$ cat config.mk
export PLATFORM = sky130hd
export DESIGN_NAME = bc4_block_encoder
export DESIGN_NICKNAME = d
export VERILOG_FILES = /design/src/bc4_pkg.sv /design/src/bc4_palette.sv /design/src/bc4_search.sv /design/src/bc4_block_encoder.sv
export SDC_FILE = /design/constraint.sdc
export NUM_CORES = 1
export LEC_CHECK = 0
export ABC_CLOCK_PERIOD_IN_PS = 10490
export BUFFER_PORTS_ARGS = -buffer_cell sky130_fd_sc_hd__clkbuf_2
export CAP_MARGIN = 10
export CORE_MARGIN = 2
export CORE_UTILIZATION = 64
export CTS_CLUSTER_SIZE = 40
export DETAILED_ROUTE_END_ITERATION = 8
export PLACE_DENSITY_LB_ADDON = 0.1
export SLEW_MARGIN = 30
export SYNTH_ARGS = -nofsm -noshare
export SYNTH_HDL_FRONTEND = slang
export SYNTH_HIERARCHICAL = 1
export SYNTH_SLANG_ARGS = --single-unit
$ cat constraint.sdc
create_clock -name clk_i -period 10.49 [get_ports clk_i]
set_clock_uncertainty 0.05 [all_clocks]
set_input_delay 0.5245 -clock clk_i [delete_from_list [all_inputs] [get_ports clk_i]]
set_output_delay 0.5245 -clock clk_i [all_outputs]
set_load 0.01 [all_outputs]
$ cat src/bc4_pkg.sv
`timescale 1ns / 1ps
// ----------------------------------------------------------------------------
// bc4_pkg
// Shared types and constants for the BC4 block encoder.
// ----------------------------------------------------------------------------
package bc4_pkg;

  localparam int unsigned TexelW      = 8;
  localparam int unsigned BlockTexels = 16;
  localparam int unsigned CountW      = $clog2(BlockTexels);
  localparam int unsigned PalSize     = 8;
  localparam int unsigned IdxW        = $clog2(PalSize);
  localparam int unsigned IdxFieldW   = BlockTexels * IdxW;
  localparam int unsigned WordW       = 2 * TexelW + IdxFieldW;

  typedef logic [TexelW-1:0]        texel_t;
  typedef logic [IdxW-1:0]          pal_idx_t;
  typedef texel_t [PalSize-1:0]     pal_t;

  // Write port of the palette build unit into the palette registers
  typedef struct packed {
    logic     vld;
    pal_idx_t slot;
    texel_t   value;
  } pal_wr_t;

endpackage

$ cat src/bc4_palette.sv
`timescale 1ns / 1ps
// ----------------------------------------------------------------------------
// bc4_palette
// Two-stage interpolation unit: builds one palette entry
// ((8-s)*max + (s-1)*min) / 7 per issue, the divide done by reciprocal.
// ----------------------------------------------------------------------------
module bc4_palette import bc4_pkg::*; (
  input  logic     clk_i,
  input  logic     rst_ni,
  input  logic     issue_i,
  input  pal_idx_t slot_i,
  input  texel_t   hi_i,
  input  texel_t   lo_i,
  output pal_wr_t  wr_o
);

  localparam int unsigned SumW      = 11;   // holds 7 * 255
  localparam int unsigned RecipW    = 12;
  localparam int unsigned ProdW     = SumW + RecipW;
  localparam int unsigned Div7Shift = 14;
  localparam logic [RecipW-1:0] Div7Mul = 12'd2341;  // ceil(2^14 / 7)

  logic [SumW-1:0]  sum_d, sum_q;
  pal_idx_t         slot_q;
  logic             vld_q;
  logic [IdxW:0]    wgt_hi, wgt_lo;
  logic [ProdW-1:0] prod;

  // Weight the end points for this slot
  always_comb begin
    wgt_hi = (IdxW+1)'(PalSize) - {1'b0, slot_i};
    wgt_lo = {1'b0, slot_i} - (IdxW+1)'(1);
    sum_d  = SumW'(wgt_hi) * SumW'(hi_i) + SumW'(wgt_lo) * SumW'(lo_i);
  end

  // Hold the weighted sum
  always_ff @(posedge clk_i or negedge rst_ni) begin
    if (!rst_ni) begin
      vld_q <= 1'b0;
    end else begin
      vld_q <= issue_i;
    end
  end

  always_ff @(posedge clk_i) begin
    sum_q  <= sum_d;
    slot_q <= slot_i;
  end

  // Divide by seven: exact for sums below 2^14 / 3
  assign prod = ProdW'(sum_q) * ProdW'(Div7Mul);

  assign wr_o.vld   = vld_q;
  assign wr_o.slot  = slot_q;
  assign wr_o.value = prod[Div7Shift +: TexelW];

endmodule

$ cat src/bc4_search.sv
`timescale 1ns / 1ps
// ----------------------------------------------------------------------------
// bc4_search
// Nearest-entry search for one texel: absolute error against all eight
// palette entries and a three-level minimum tree, lower index wins ties.
// ----------------------------------------------------------------------------
module bc4_search import bc4_pkg::*; (
  input  texel_t   texel_i,
  input  pal_t     pal_i,
  output pal_idx_t pick_o
);

  // Absolute error orders the entries as squared error does
  texel_t   err_abs [PalSize];
  texel_t   d1 [4];
  pal_idx_t i1 [4];
  texel_t   d2 [2];
  pal_idx_t i2 [2];

  always_comb begin
    for (int s = 0; s < PalSize; s++) begin
      err_abs[s] = (texel_i >= pal_i[s]) ? texel_i - pal_i[s] : pal_i[s] - texel_i;
    end
  end

  // Reduce pairs, taking the upper one only on a strictly smaller error
  always_comb begin
    for (int p = 0; p < 4; p++) begin
      if (err_abs[2*p+1] < err_abs[2*p]) begin
        d1[p] = err_abs[2*p+1];
        i1[p] = IdxW'(2*p+1);
      end else begin
        d1[p] = err_abs[2*p];
        i1[p] = IdxW'(2*p);
      end
    end
    for (int p = 0; p < 2; p++) begin
      if (d1[2*p+1] < d1[2*p]) begin
        d2[p] = d1[2*p+1];
        i2[p] = i1[2*p+1];
      end else begin
        d2[p] = d1[2*p];
        i2[p] = i1[2*p];
      end
    end
    pick_o = (d2[1] < d2[0]) ? i2[1] : i2[0];
  end

endmodule

$ cat src/bc4_block_encoder.sv
`timescale 1ns / 1ps
// ----------------------------------------------------------------------------
// bc4_block_encoder
// BC4 encoder for one 4x4 block of 8-bit texels, fed one texel per item.
// ----------------------------------------------------------------------------
// Texels are taken one per cycle in row-major order while busy is low. The
// sixteenth item of a block raises busy: the shared interpolation unit
// builds the six interpolated palette entries one at a time, the last entry
// is then given time to settle, and the search unit indexes the sixteen
// stored texels one at a time. No texel is taken while busy is high.
// busy falls together with the one-cycle done_o strobe that presents the
// encoded 64-bit word; the receiver cannot stall it and must take it then.
// The first texel of the next block may be given in that same cycle.
// ----------------------------------------------------------------------------
module bc4_block_encoder import bc4_pkg::*; (
  input  logic             clk_i,
  input  logic             rst_ni,
  input  logic             start,
  output logic             busy,
  input  logic [7:0]       texel_value_i,
  output logic             done_o,
  output logic [WordW-1:0] block_word_o
);

  typedef enum logic [3:0] {
    StLoad   = 4'b0001,
    StPal    = 4'b0010,
    StSettle = 4'b0100,
    StSearch = 4'b1000
  } state_e;

  localparam logic [CountW-1:0] LastTexel = CountW'(BlockTexels - 1);
  localparam pal_idx_t          FirstSlot = IdxW'(2);
  localparam pal_idx_t          LastSlot  = IdxW'(PalSize - 1);

  state_e                state_d, state_q;
  logic [CountW-1:0]     cnt_d, cnt_q;
  pal_idx_t              slot_d, slot_q;
  texel_t                min_d, min_q;
  texel_t                max_d, max_q;
  logic                  done_d, done_q;
  logic                  accept;
  logic                  issue;
  logic                  last_search;
  texel_t                store_q [BlockTexels];
  texel_t                pal_q [PalSize];
  pal_t                  pal_vec;
  logic [IdxFieldW-1:0]  idx_q;
  logic [WordW-1:0]      word_q;
  pal_wr_t               pal_wr;
  pal_idx_t              pick;

  assign accept      = start && (state_q == StLoad);
  assign issue       = (state_q == StPal);
  assign last_search = (state_q == StSearch) && (cnt_q == LastTexel);

  // Sequencer
  always_comb begin
    state_d = state_q;
    cnt_d   = cnt_q;
    slot_d  = slot_q;
    min_d   = min_q;
    max_d   = max_q;
    done_d  = 1'b0;
    unique case (state_q)
      StLoad: begin
        if (accept) begin
          cnt_d = cnt_q + CountW'(1);
          if (texel_value_i < min_q) min_d = texel_value_i;
          if (texel_value_i > max_q) max_d = texel_value_i;
          if (cnt_q == LastTexel) state_d = StPal;
        end
      end
      StPal: begin
        slot_d = slot_q + IdxW'(1);
        if (slot_q == LastSlot) state_d = StSettle;
      end
      StSettle: begin
        slot_d  = FirstSlot;
        state_d = StSearch;
      end
      StSearch: begin
        cnt_d = cnt_q + CountW'(1);
        if (last_search) begin
          done_d  = 1'b1;
          min_d   = '1;
          max_d   = '0;
          state_d = StLoad;
        end
      end
      default: state_d = StLoad;
    endcase
  end

  always_ff @(posedge clk_i or negedge rst_ni) begin
    if (!rst_ni) begin
      state_q <= StLoad;
      cnt_q   <= '0;
      slot_q  <= FirstSlot;
      min_q   <= '1;
      max_q   <= '0;
      done_q  <= 1'b0;
    end else begin
      state_q <= state_d;
      cnt_q   <= cnt_d;
      slot_q  <= slot_d;
      min_q   <= min_d;
      max_q   <= max_d;
      done_q  <= done_d;
    end
  end

  // Store texels as they arrive
  always_ff @(posedge clk_i) begin
    if (accept) store_q[cnt_q] <= texel_value_i;
  end

  // Interpolated palette entries
  bc4_palette u_palette (
    .clk_i  (clk_i),
    .rst_ni (rst_ni),
    .issue_i(issue),
    .slot_i (slot_q),
    .hi_i   (max_q),
    .lo_i   (min_q),
    .wr_o   (pal_wr)
  );

  always_ff @(posedge clk_i) begin
    if (pal_wr.vld) pal_q[pal_wr.slot] <= pal_wr.value;
  end

  // End points sit in the first two entries
  always_comb begin
    pal_vec    = '0;
    pal_vec[0] = max_q;
    pal_vec[1] = min_q;
    for (int s = 2; s < PalSize; s++) begin
      pal_vec[s] = pal_q[s];
    end
  end

  bc4_search u_search (
    .texel_i(store_q[cnt_q]),
    .pal_i  (pal_vec),
    .pick_o (pick)
  );

  // Shift indices in from the top so texel zero lands lowest
  always_ff @(posedge clk_i) begin
    if (state_q == StSearch) begin
      idx_q <= {pick, idx_q[IdxFieldW-1:IdxW]};
    end
    if (last_search) begin
      word_q <= {pick, idx_q[IdxFieldW-1:IdxW], min_q, max_q};
    end
  end

  assign busy         = (state_q != StLoad);
  assign done_o       = done_q;
  assign block_word_o = word_q;

endmodule

---- Word-level counts from Yosys, hierarchy flattened ----
Memory sizes are Yosys's and may differ from the RTL's.
Index checks and enable logic that the tools add are counted.
word-level totals
  bits in registers ....................... 155
  output and inout port bits .............. 66
  input bits .............................. 11
  memories kept ........................... 2
  bits in writable memories ............... 192
cells by class
  order comparisons ....................... 17
  reduce and logical (&&, ||, !) cells .... 8
  multipliers ............................. 3
  mux-type cells .......................... 43
  equality and inequality tests ........... 13
  $add $sub $neg .......................... 21
memories
  memory   words  bits a word  rd ports  clocked after Yosys merged registers in  write ports  RTL line                 RTL
  store_q  16     8            1         0                                        1            bc4_block_encoder.sv:45  texel_t store_q [BlockTexels];
  pal_q    8      8            6         0                                        1            bc4_block_encoder.sv:46  texel_t pal_q [PalSize];
operators with widths
  kind                                                                    number
  8-bit two-way mux                                                       20
  8-bit subtractor                                                        16
  8-bit greater-or-equal comparator                                       8
  8-bit less-than comparator                                              8
  8-bit case mux with 2 select lines                                      2
  11-bit by 12-bit multiplier with 22-bit output (second input constant)  1
  4-bit by 8-bit multiplier with 11-bit output                            2
  4-bit two-way mux                                                       5
  4-bit case mux with 4 select lines                                      1
  4-bit AND reduction                                                     3
  11-bit adder                                                            1
  1-bit two-way mux                                                       10
  4-bit equality test (second input constant)                             2
  8-bit > comparator                                                      1
  4-bit case mux with 2 select lines                                      1
  2-bit by 1-bit != test with 1-bit output (second input constant)        3
  2-bit != test (second input constant)                                   3
  3-bit case mux with 2 select lines                                      1
  4-bit by 1-bit adder with 4-bit output (second input constant)          1
  4-bit by 1-bit equality test with 1-bit output (second input constant)  1
  4-bit by 2-bit equality test with 1-bit output (second input constant)  1
  4-bit by 3-bit equality test with 1-bit output (second input constant)  1
  2-bit two-way mux                                                       2
  4-bit by 1-bit != test with 1-bit output (second input constant)        1
  8 further kinds                                                         10

---- Depth between registers and ports, before layout ----
Gate-level depths: netlist of run 1.
An unclocked memory read counts as a cell.
  depth in word-level cells ............... 9
  mapped depth ............................ 42

---- Modules after synthesis ----
Netlist of run 1, hierarchy kept.
by module, submodules not included
  module             area each (um^2)  cells each  instances  seq. area each (um^2)
  bc4_block_encoder  11426.0           543         1          9271.4
  bc4_search         6957.9            900         1          0.0
  bc4_palette        3858.7            415         1          305.3

---- Least setup slack after synthesis of run 1 ----
Ideal clock, no wire load.
  path type ............................... reg-to-reg
  from .................................... reg cnt_q[0]
  to ...................................... reg word_q[62] (netlist: block_word_o[62]) (data pin)
  path buffers ............................ 2
  data arrival time ....................... 9.113 ns
  stages on the path, launching flop included .. 37
  required time ........................... 10.174 ns
  slack ................................... 1.061 ns
  cells stage by stage .................... dfrtp_1 -> buf_2 -> buf_2 -> mux4_2 -> mux4_2 -> inv_1 -> ha_1 -> nand4_1 -> a31oi_2 -> nor3_4 -> mux2_2 -> o21ai_1 -> nor2b_1 -> xnor2_1 -> inv_1 -> ha_1 -> a21o_1 -> a21o_1 -> a21o_1 -> nor2_1 -> nor4b_1 -> a211oi_4 -> mux2_2 -> ha_1 -> o21a_1 -> o21a_1 -> o21ai_0 -> o21a_1 -> and2_1 -> a31oi_1 -> ha_1 -> a21oi_1 -> o22ai_1 -> nor3_1 -> o21ai_0 -> o31a_2 -> mux2_1
on the way
  cells in the longest elaborated chain, start to end .. 9
  elaborated cells on any way between the ends .. 49
  classes of those cells .................. 16 x add/sub; 15 x order compare; 17 x mux; 1 x memory
ends and longest elaborated chain
  what                                                                   RTL line                  RTL
  start: declaration                                                     bc4_block_encoder.sv:37   logic [CountW-1:0] cnt_d, cnt_q;
  start signal: assignment                                               bc4_block_encoder.sv:105  cnt_q <= cnt_d;
  memory read 16 x 8 bit (*)                                             -
  8-bit subtractor or 8-bit greater-or-equal comparator (tied branches)  bc4_search.sv:22          err_abs[s] = (texel_i >= pal_i[s]) ? texel_i - pal_i[s] : pal_i[s] - texel_i;
  8-bit two-way mux                                                      bc4_search.sv:22
  8-bit less-than comparator                                             bc4_search.sv:29          if (err_abs[2*p+1] < err_abs[2*p]) begin
  8-bit two-way mux                                                      bc4_search.sv:29
  8-bit less-than comparator                                             bc4_search.sv:38          if (d1[2*p+1] < d1[2*p]) begin
  8-bit two-way mux                                                      bc4_search.sv:38
  8-bit less-than comparator                                             bc4_search.sv:46          pick_o = (d2[1] < d2[0]) ? i2[1] : i2[0];
  3-bit two-way mux (*)                                                  bc4_search.sv:46
  named net pick[1]                                                      bc4_block_encoder.sv:51   pal_idx_t pick;
  end signal: assignment                                                 bc4_block_encoder.sv:155  word_q <= {pick, idx_q[IdxFieldW-1:IdxW], min_q, max_q};
  end: declaration                                                       bc4_block_encoder.sv:49   logic [WordW-1:0] word_q;
Mark *: on every way through the listed nets, which the timed path passes. The rest lies on a longest branch.
A chain may end at the register's enable or synchronous reset.

---- Final worst setup path of run 1 ----
Same ends and word-level chain as after synthesis.

==> results of run 1 <==
==> sequential cells by signal, indices dropped and copies added (netlist names) <==
name / count
u_palette/slot_q: 3
state_q: 4
done_o: 1
max_q: 8
pal_q: 48
u_palette/vld_q: 1
cnt_q: 4
u_palette/sum_q: 11
slot_q: 3
block_word_o: 64
min_q: 8
idx_q: 45
store_q: 128
==> worst max path at each step <==
stage,end,slack (ns)
after global placement,block_word_o[62],0.68
final,block_word_o[62],0.70
after global routing,block_word_o[62],0.007
after CTS,idx_q[46],0.38
after detailed placement,idx_q[46],0.48
after floorplan,block_word_o[62],1.06
==> per-stage QoR <==
step	utilization [%]	std cells	area, um^2	hold slack (ns)	setup slack [ns]
after floorplan	-	1858	22200	0.179	1.06
after global placement	67.4	2373	23200	0.353	0.681
after detailed placement	67.4	2373	23200	0.357	0.475
after CTS	70.8	2438	24300	0.381	0.377
after global routing	71.0	2441	24400	0.387	0.00670
final	71.0	2441	24400	0.374	0.701
==> cell usage in the layout, fill, tap and decap left out, types with 24 or more instances in the layout <==
cell type	synthesis	routed
a21o_1	40	40
a21oi_1	83	83
and2_1	48	48
buf_4	11	26
clkbuf_16	0	36
clkbuf_2	1	76
edfxtp_1	285	285
fa_1	71	71
ha_1	269	269
inv_1	278	273
mux2_2	26	26
mux2i_1	73	73
mux4_2	40	40
nand2_1	78	78
nand2b_1	24	24
nor2_1	72	72
nor2b_1	25	25
o21ai_0	44	44
xnor2_1	58	57
==> layout make-up <==
type	count	area [um^2]
clock inverter	22	243
timing repair buffer	105	624
tap	455	569
multi-input combinational	1211	11400
sequential	328	9580
inverter	278	1060
fill	2421	9960
clock buffer	42	923
==> layer usage <==
layer | track usage, % | part of all wire [%]
met1 | 41.0 | 44
met2 | 46.6 | 47
met3 | 6.24 | 7.4
met4 | 8.56 | 2.4
met5 | 0 | 0
==> worst max-delay path, delay by kind of cell (launching register included) <==
kind	cells	cell delay (ns)
simple gates	8	1.49
fa+ha+maj	4	1.21
flops	1	0.37
compound gates	13	2.79
xor+xnor	1	0.14
mux	6	2.43
buf+inv	4	0.99
==> logic make-up (layout without fill, tap and decap cells) <==
logic type | after synthesis | after routing | share of synthesized area [%]
buf+inv | 319 | 447 | 5.71
fa+ha+maj | 343 | 343 | 21.7
compound gates | 307 | 307 | 9.66
mux | 141 | 141 | 8.77
simple gates | 348 | 348 | 8.33
xor+xnor | 71 | 71 | 2.80
flops | 328 | 328 | 43.1
other cells | 1 | 1 | 0.0169
==> what timing repair did <==
item / in CTS / in global routing
resized for setup: 0 / 7
hold buffers: 1 / 0
endpoints found under the hold margin: 19 / 0
setup buffers: 0 / 2
endpoints found under the setup margin: 0 / 6
==> key figures, run 1 <==
Run status
  • Status: completed

Floorplan
  • Ports: 77
  • Die Height: 190 um
  • Core Box Area: between 30000 and 40000 um^2
  • Die extent in x: 190 um
  • Cell row count: 68
  • Starting Density: between 60% and 70%
  • Die area: 36300 um^2

Drt
  • First-pass iteration count of the detailed router: 5
  • Wire per inst: 21.2 um
  • Vias per cell: 5.96
  • Iteration-0 DRC count of the detailed router: 1085
  • Drt drc: 0
  • Total Routed Length: 51700 um
  • Vias: 14600
  • Post-DRT Antenna Nets: 0

Placed design
  • # port buffers: between 70 and 80
  • Final RePlAce weighted congestion: ~0.92
  • Hpwl dp: 38000 um

Global routing
  • GRT Resource Usage Total: roughly 29%
  • Total congestion overflow: 0
  • Vias in the first global route: around 15000
  • First-pass GRT wire length: 80900 um
  • Initial antenna violation count: 0
  • Pin count of the biggest net entering global routing: between 60 and 70

Synthesis
  • Syn Inst Count: 1858
  • Synth cell types: between 90 and 100
  • Cell taking the most area after synthesis: edfxtp_1
  • Share of the synthesized area in the top cell type: 38.5%
  • Most frequent cell after synthesis: edfxtp_1
  • Most used DFF post-synth: edfxtp_1
  • Yosys reg bits: 328
  • Syn Nets: 2209
  • Fraction of registers with async set/reset: about 9%
  • Ys Warns: 6
  • Cell area after synthesis: approximately 22000 um^2
  • EDFF count, synth: 285
  • Synth area leaders: edfxtp_1, ha_1, fa_1
  • Syn Area/Cell: 12.0 um^2
  • Sequential area share after synthesis: between 40% and 50%
  • Top cells by count, synth: edfxtp_1, inv_1, ha_1, a21oi_1, nand2_1

Layout
  • Area delta synth->final: 9.78%
  • Final net count: 2311
  • # diodes: 0
  • Share of cells above drive strength 1: 14.0%

STA
  • Setup TNS: 0 ns
  • Setup violators final: 0
  • RSZ-0062 raised after global routing: false
  • Final slew viol count: 0
  • Max transition margin: 38.7%
  • Slew at the pin closest to its max-slew limit: between 0.9 and 1 ns
  • Final Hold Viols: 0
  • F_max: 102 MHz
  • Final min period: 9.79 ns
  • Final Cycle Share: 93.3%

Setup path
  • R2R depth: 36
  • Startpoint types: flop
  • Crit Path Category: reg2reg
  • CP max stage cell: mux4_2
  • Critical path endpoint category: flop
  • Critical R2R Launch: cnt_q[0]
  • Worst setup path startpoint: cnt_q[0]
  • CP max stage delay: 0.64 ns
  • Worst R2R End: block_word_o[62]
  • CP arrival: approximately 10 ns
  • Most used cell, CP: ha_1
  • Req. time, crit path: approximately 11 ns
  • Max FO, Critical Path: 14
  • R2r setup slk: 0.70 ns

Hold path
  • Worst Hold Endpoint: block_word_o[17]
  • Worst hold path class: reg2reg
  • Hold Path Depth: 0
  • Hold path startpoint: idx_q[4]

Clocking
  • Clock Latency Late Sink: between 0.5 and 0.6 ns
  • Clk slew on worst S/H paths: 0.06 ns
  • Root Driver: clkbuf_16
  • H-tree depth: 2
  • Number of buffers created by CTS: 36
  • Clk buf depth: 3
  • TritonCTS clock tree: done
  • TritonCTS Sinks: 328

Job
  • Max_cap viols: 0
Power of run 1 is left out: the tool's default activity adds up to more than one toggle a clock period on the data nets, which glitch-free logic cannot reach.
==> inputs of run 2 (changes only) <==
- CORE_MARGIN: 2 -> not set
==> run 2 against run 1 <==
Effect of this change: the run now ends with negative hold slack left; setup slack got worse by 0.30 ns; highest routed layer unchanged; count of clock-buffer cells in the layout did not move; maximum frequency fell by 3.0%.
==> key figures, run 2 (synthesis results as in run 1) <==
Layout
  • Area delta synth->final: 10.4%
  • Final Non-Filler Cells: 2434
  • Most frequent cells in the layout: edfxtp_1, inv_1, ha_1, a21oi_1, nand2_1
  • Final net count: about 2300
  • Final instance area: 24500 um^2
  • # diodes: 0
  • Commonest non-fill, non-tap cell in the layout: edfxtp_1
  • Fillcell total: 2356
  • Largest register by flop count: store_q
  • Max FFs per register: about 130
  • Share of cells above drive strength 1: 15.0%

Global routing
  • GRT Resource Usage Total: between 30% and 40%
  • Total congestion overflow: 0
  • First-pass GRT wire length: 81800 um
  • Pin count of the biggest net entering global routing: 68
  • Vias in the first global route: between 10000 and 15000
  • Initial antenna violation count: 0

Hold path
  • Worst hold path class: in2async

STA
  • Max transition margin: 35.5%
  • Final Cycle Share: 96.2%
  • Setup TNS: 0 ns
  • Setup violators final: 0
  • Final Hold Viols: 1
  • RSZ-0062 raised after global routing: false
  • Final min period: about 10 ns
  • F_max: 99.1 MHz
  • Min Hold Slack: -0.00457 ns
  • Slew at the pin closest to its max-slew limit: 0.961 ns
  • Final slew viol count: 0

Floorplan
  • Starting Density: 65.7%
  • Die area: approximately 36000 um^2
  • Core Box Area: around 34000 um^2
  • Die extent in x: ~190 um
  • Cell row count: 67
  • Die Height: 188 um
  • Ports: 77

Job
  • Max_cap viols: 0

Drt
  • Total Routed Length: roughly 52000 um
  • First-pass iteration count of the detailed router: 5
  • Vias per cell: 6.03
  • Wire per inst: 21.4 um
  • Iteration-0 DRC count of the detailed router: 1049
  • Vias: 14700
  • Post-DRT Antenna Nets: 0
  • Drt drc: 0

Setup path
  • Crit Path Category: reg2reg
  • Req. time, crit path: 10.71 ns
  • Max FO, Critical Path: 13
  • CP max stage cell: mux4_2
  • CP max stage delay: around 0.54 ns
  • Critical path endpoint category: flop
  • Most used cell, CP: ha_1
  • WP buf/inv: 6
  • CP arrival: 10.31 ns
  • CP delay by family, top: compound AO/OA/AOI/OAI gates
  • Startpoint types: flop

Clocking
  • TritonCTS Sinks: 328
  • Clk buf depth: 3
  • Cts hold-fix bufs: 0
  • Clk slew on worst S/H paths: 0.06 ns
  • TritonCTS clock tree: done
  • Number of buffers created by CTS: 34
  • Clock Latency Late Sink: 0.54 ns
  • Root Driver: clkbuf_16
  • H-tree depth: 2

Placed design
  • Hpwl dp: around 38000 um
  • DP Area: ~23000 um^2
  • Placed cell count: 2362
  • Final RePlAce weighted congestion: a little over 0.9
  • # port buffers: 76

Run status
  • Status: finished with violations
  • Violated checks: negative hold slack
run 2: cell types whose count changed in the layout (fill, tap and decap cells not counted), moves of 3 or more:
cell | before | now
bufinv_16 | 2 | 6
clkinv_1 | 8 | 1
nor3_1 | 21 | 18
nor3_2 | 1 | 4
run 2: routing by layer:
layer  vias to the layer above  global-route usage (%)  part of all wire [%]
li1                       6819                       -                     -
met1                      7243                    40.4                    43
met2                       508                    50.1                    48
met3                       112                    4.49                   5.6
met4                         0                    11.2                   3.3
met5                         -                       0                     0
run 2: final timing paths:
kind                               endpoint  slack (ns)     start  depth (start not counted)
max in group asynchronous          cnt_q[0]        9.83    rst_ni                          1
min                                  done_o      -0.005    rst_ni                          1
max                               idx_q[46]        0.40  cnt_q[0]                         36
min in group clk_i         block_word_o[17]        0.37  idx_q[4]                          0
max reg2reg                       idx_q[46]        0.40  cnt_q[0]                         36
min reg2reg                block_word_o[17]        0.37  idx_q[4]                          0
run 2: per-stage QoR:
step,hold slack (ns),util [%],worst slack (ns)
2_1_floorplan,0.179,-,1.06
6_report,-0.00457,72.5,0.399
3_3_place_gp,0.353,68.3,0.236
3_5_place_dp,0.363,68.4,0.0241
4_1_cts,0.00602,72.0,0.0170
5_1_grt,0.0370,72.5,0.0257
run 2: area by class of cell:
type                       instances  area [um^2]  share of cell area (%)
clock buffer                      42          891                    3.63
clock inverter                    20          314                    1.28
inverter                         278         1070                    4.34
multi-input combinational       1211        11500                    46.8
sequential                       328         9580                    39.0
tap                              448          561                    2.28
timing repair buffer             107          642                    2.62
run 2: timing repair:
item | CTS | global route
setup buffers | 0 | 10
endpoints found under the hold margin | 0 | 0
resized for setup | 2 | 15
endpoints found under the setup margin | 4 | 6
pin swaps | 0 | 1
Power of run 2 is left out for the same reason.
==> inputs of run 3 (changes only) <==
==> constraint.sdc (replaced) <==
create_clock -name clk_i -period 10.49 [get_ports clk_i]
set_clock_uncertainty 0.05 [all_clocks]
set_input_delay 0 -clock clk_i [delete_from_list [all_inputs] [get_ports clk_i]]
set_output_delay 0 -clock clk_i [all_outputs]
set_load 0.01 [all_outputs]
==> run 3 against run 2 <==
Effect of this change: critical endpoint unchanged; wire length is 0.17% higher; sequential share of layout area fell by 0.15 points; via count about the same; count of clock-buffer cells in the layout unchanged; setup slack gained 0.023 ns; register-to-register slack better by 0.02 ns; global-route usage rose by 0.070 points; critical path depth is the same; utilization grew 0.27 points; the run still ends with negative hold slack left; die area is the same.
==> key figures, run 3 (synthesis results as in run 1) <==
Run status
  • Status: finished with violations
  • Violated checks: negative hold slack

Clocking
  • Clk buf depth: 3
  • H-tree depth: 2
  • TritonCTS clock tree: done
  • Clk slew on worst S/H paths: 0.06 ns
  • Number of buffers created by CTS: 34
  • TritonCTS Sinks: 328
  • Root Driver: clkbuf_16
  • Clock Latency Late Sink: 0.54 ns

Global routing
  • Pin count of the biggest net entering global routing: between 60 and 70
  • GRT Resource Usage Total: 30.2%
  • Initial antenna violation count: 0
  • Vias in the first global route: roughly 15000
  • Total congestion overflow: 0
  • First-pass GRT wire length: roughly 82000 um

Setup path
  • Max FO, Critical Path: 13
  • Total number of cells along the worst setup path: 36
  • R2R depth: 36
  • Worst R2R End: idx_q[46]
  • CP delay by family, top: compound AO/OA/AOI/OAI gates
  • Most used cell, CP: ha_1
  • Critical R2R Launch: cnt_q[0]
  • Req. time, crit path: 10.71 ns
  • CP max stage delay: between 0.5 and 0.6 ns
  • Crit Path Category: reg2reg
  • CP arrival: 10.28 ns
  • CP max stage cell: mux4_2
  • WP buf/inv: 6
  • Startpoint types: flop
  • R2r setup slk: 0.42 ns
  • Critical path endpoint category: flop

Floorplan
  • Die Height: 188 um
  • Starting Density: around two thirds
  • Die area: 35500 um^2
  • Core Box Area: 33900 um^2
  • Die extent in x: 188 um
  • Cell row count: 67
  • Ports: 77

Drt
  • Total Routed Length: 52300 um
  • Post-DRT Antenna Nets: 0
  • Iteration-0 DRC count of the detailed router: between 1000 and 1500
  • Vias: ~15000
  • Wire per inst: 21.4 um
  • First-pass iteration count of the detailed router: 5
  • Drt drc: 0
  • Vias per cell: approximately 6

Placed design
  • Hpwl dp: 38200 um
  • Placed cell count: 2362
  • # port buffers: between 70 and 80
  • Final RePlAce weighted congestion: 0.910
  • Pre-CTS setup slack: ~0.024 ns

Layout
  • Max FFs per register: 128
  • Area delta synth->final: 10.8%
  • Fin util: 72.7%
  • Fillcell total: 2345
  • Final net count: 2320
  • Share of cells above drive strength 1: 14.9%
  • Final Non-Filler Cells: roughly 2400
  • Commonest non-fill, non-tap cell in the layout: edfxtp_1
  • Largest register by flop count: store_q
  • Most frequent cells in the layout: edfxtp_1, inv_1, ha_1, a21oi_1, nand2_1

STA
  • F_max: 99.3 MHz
  • Final Hold Viols: 1
  • Setup TNS: 0 ns
  • Slew at the pin closest to its max-slew limit: approximately 0.98 ns
  • Max transition margin: 34.9%
  • Final slew viol count: 0
  • Final Cycle Share: 96.0%
  • Setup violators final: 0
  • Min Hold Slack: -0.00280 ns
  • RSZ-0062 raised after global routing: false
  • Final worst setup slack: between 0.4 and 0.5 ns
  • Final min period: slightly above 10 ns

Hold path
  • Worst hold path class: in2async

Job
  • Max_cap viols: 0
-- run 3: changes by cell type in the layout (fill, tap and decap cells not counted) --
cell           delta
diode_2           +1
dlygate4sd3_1     +9
-- run 3: how the worst max path moves through the flow --
stage,to,startpoint
after floorplan,block_word_o[62],cnt_q[0]
after global placement,block_word_o[62],cnt_q[0]
after detailed placement,block_word_o[62],cnt_q[0]
after CTS,idx_q[46],cnt_q[0]
after global routing,idx_q[46],cnt_q[0]
final,idx_q[46],cnt_q[0]
-- run 3: through the flow --
| step | cell area [um^2] | hold WS, ns |
|---|---|---|
| 2_1_floorplan | 22200 | -0.346 |
| 3_3_place_gp | 23100 | 0.0560 |
| 5_1_grt | 24600 | 0.0232 |
| 3_5_place_dp | 23200 | 0.0472 |
| 4_1_cts | 24500 | 0.0000200 |
| 6_report | 24600 | -0.00280 |
-- run 3: timing repair --
| action | CTS | global route |
|---|---|---|
| setup endpoints to repair | 4 | 6 |
| hold buffers | 9 | 0 |
| pin swaps | 0 | 1 |
| resized for setup | 2 | 15 |
| cloned | 0 | 0 |
| setup buffers | 0 | 10 |
| hold endpoints to repair | 155 | 0 |
-- run 3: cell type report --
cell class	count	area [um^2]	area share [%]
well taps	448	561	2.28
repair buffers	116	732	2.97
inverters	278	1070	4.33
diodes	1	2.50	0.0102
flip-flops and latches	328	9580	38.9
clock inverters	20	314	1.27
multi-input cells	1211	11500	46.6
clock buffers	42	891	3.62
-- run 3: worst register-to-register path, delay by kind of cell (launching register included) --
family,cells,cell delay [ns]
muxes,6,2.38
DFF,1,0.44
buffers and inverters,6,0.95
and+or+nand+nor,5,0.86
adders and majority gates,5,1.53
AOI/OAI and AO/OA,13,3.19
xor gates and xnor gates,1,0.39
-- run 3: per-layer routing --
| layer | GRT usage [%] | wire [um] | vias up |
|---|---|---|---|
| met1 | 40.4 | 22200 | 7215 |
| met3 | 4.41 | 3200 | 116 |
| met4 | 11.2 | 1750 | 0 |
| met5 | 0 | 0 | - |
| met2 | 50.3 | 25200 | 520 |
| li1 | - | - | 6836 |
Power of run 3 is left out for the same reason.
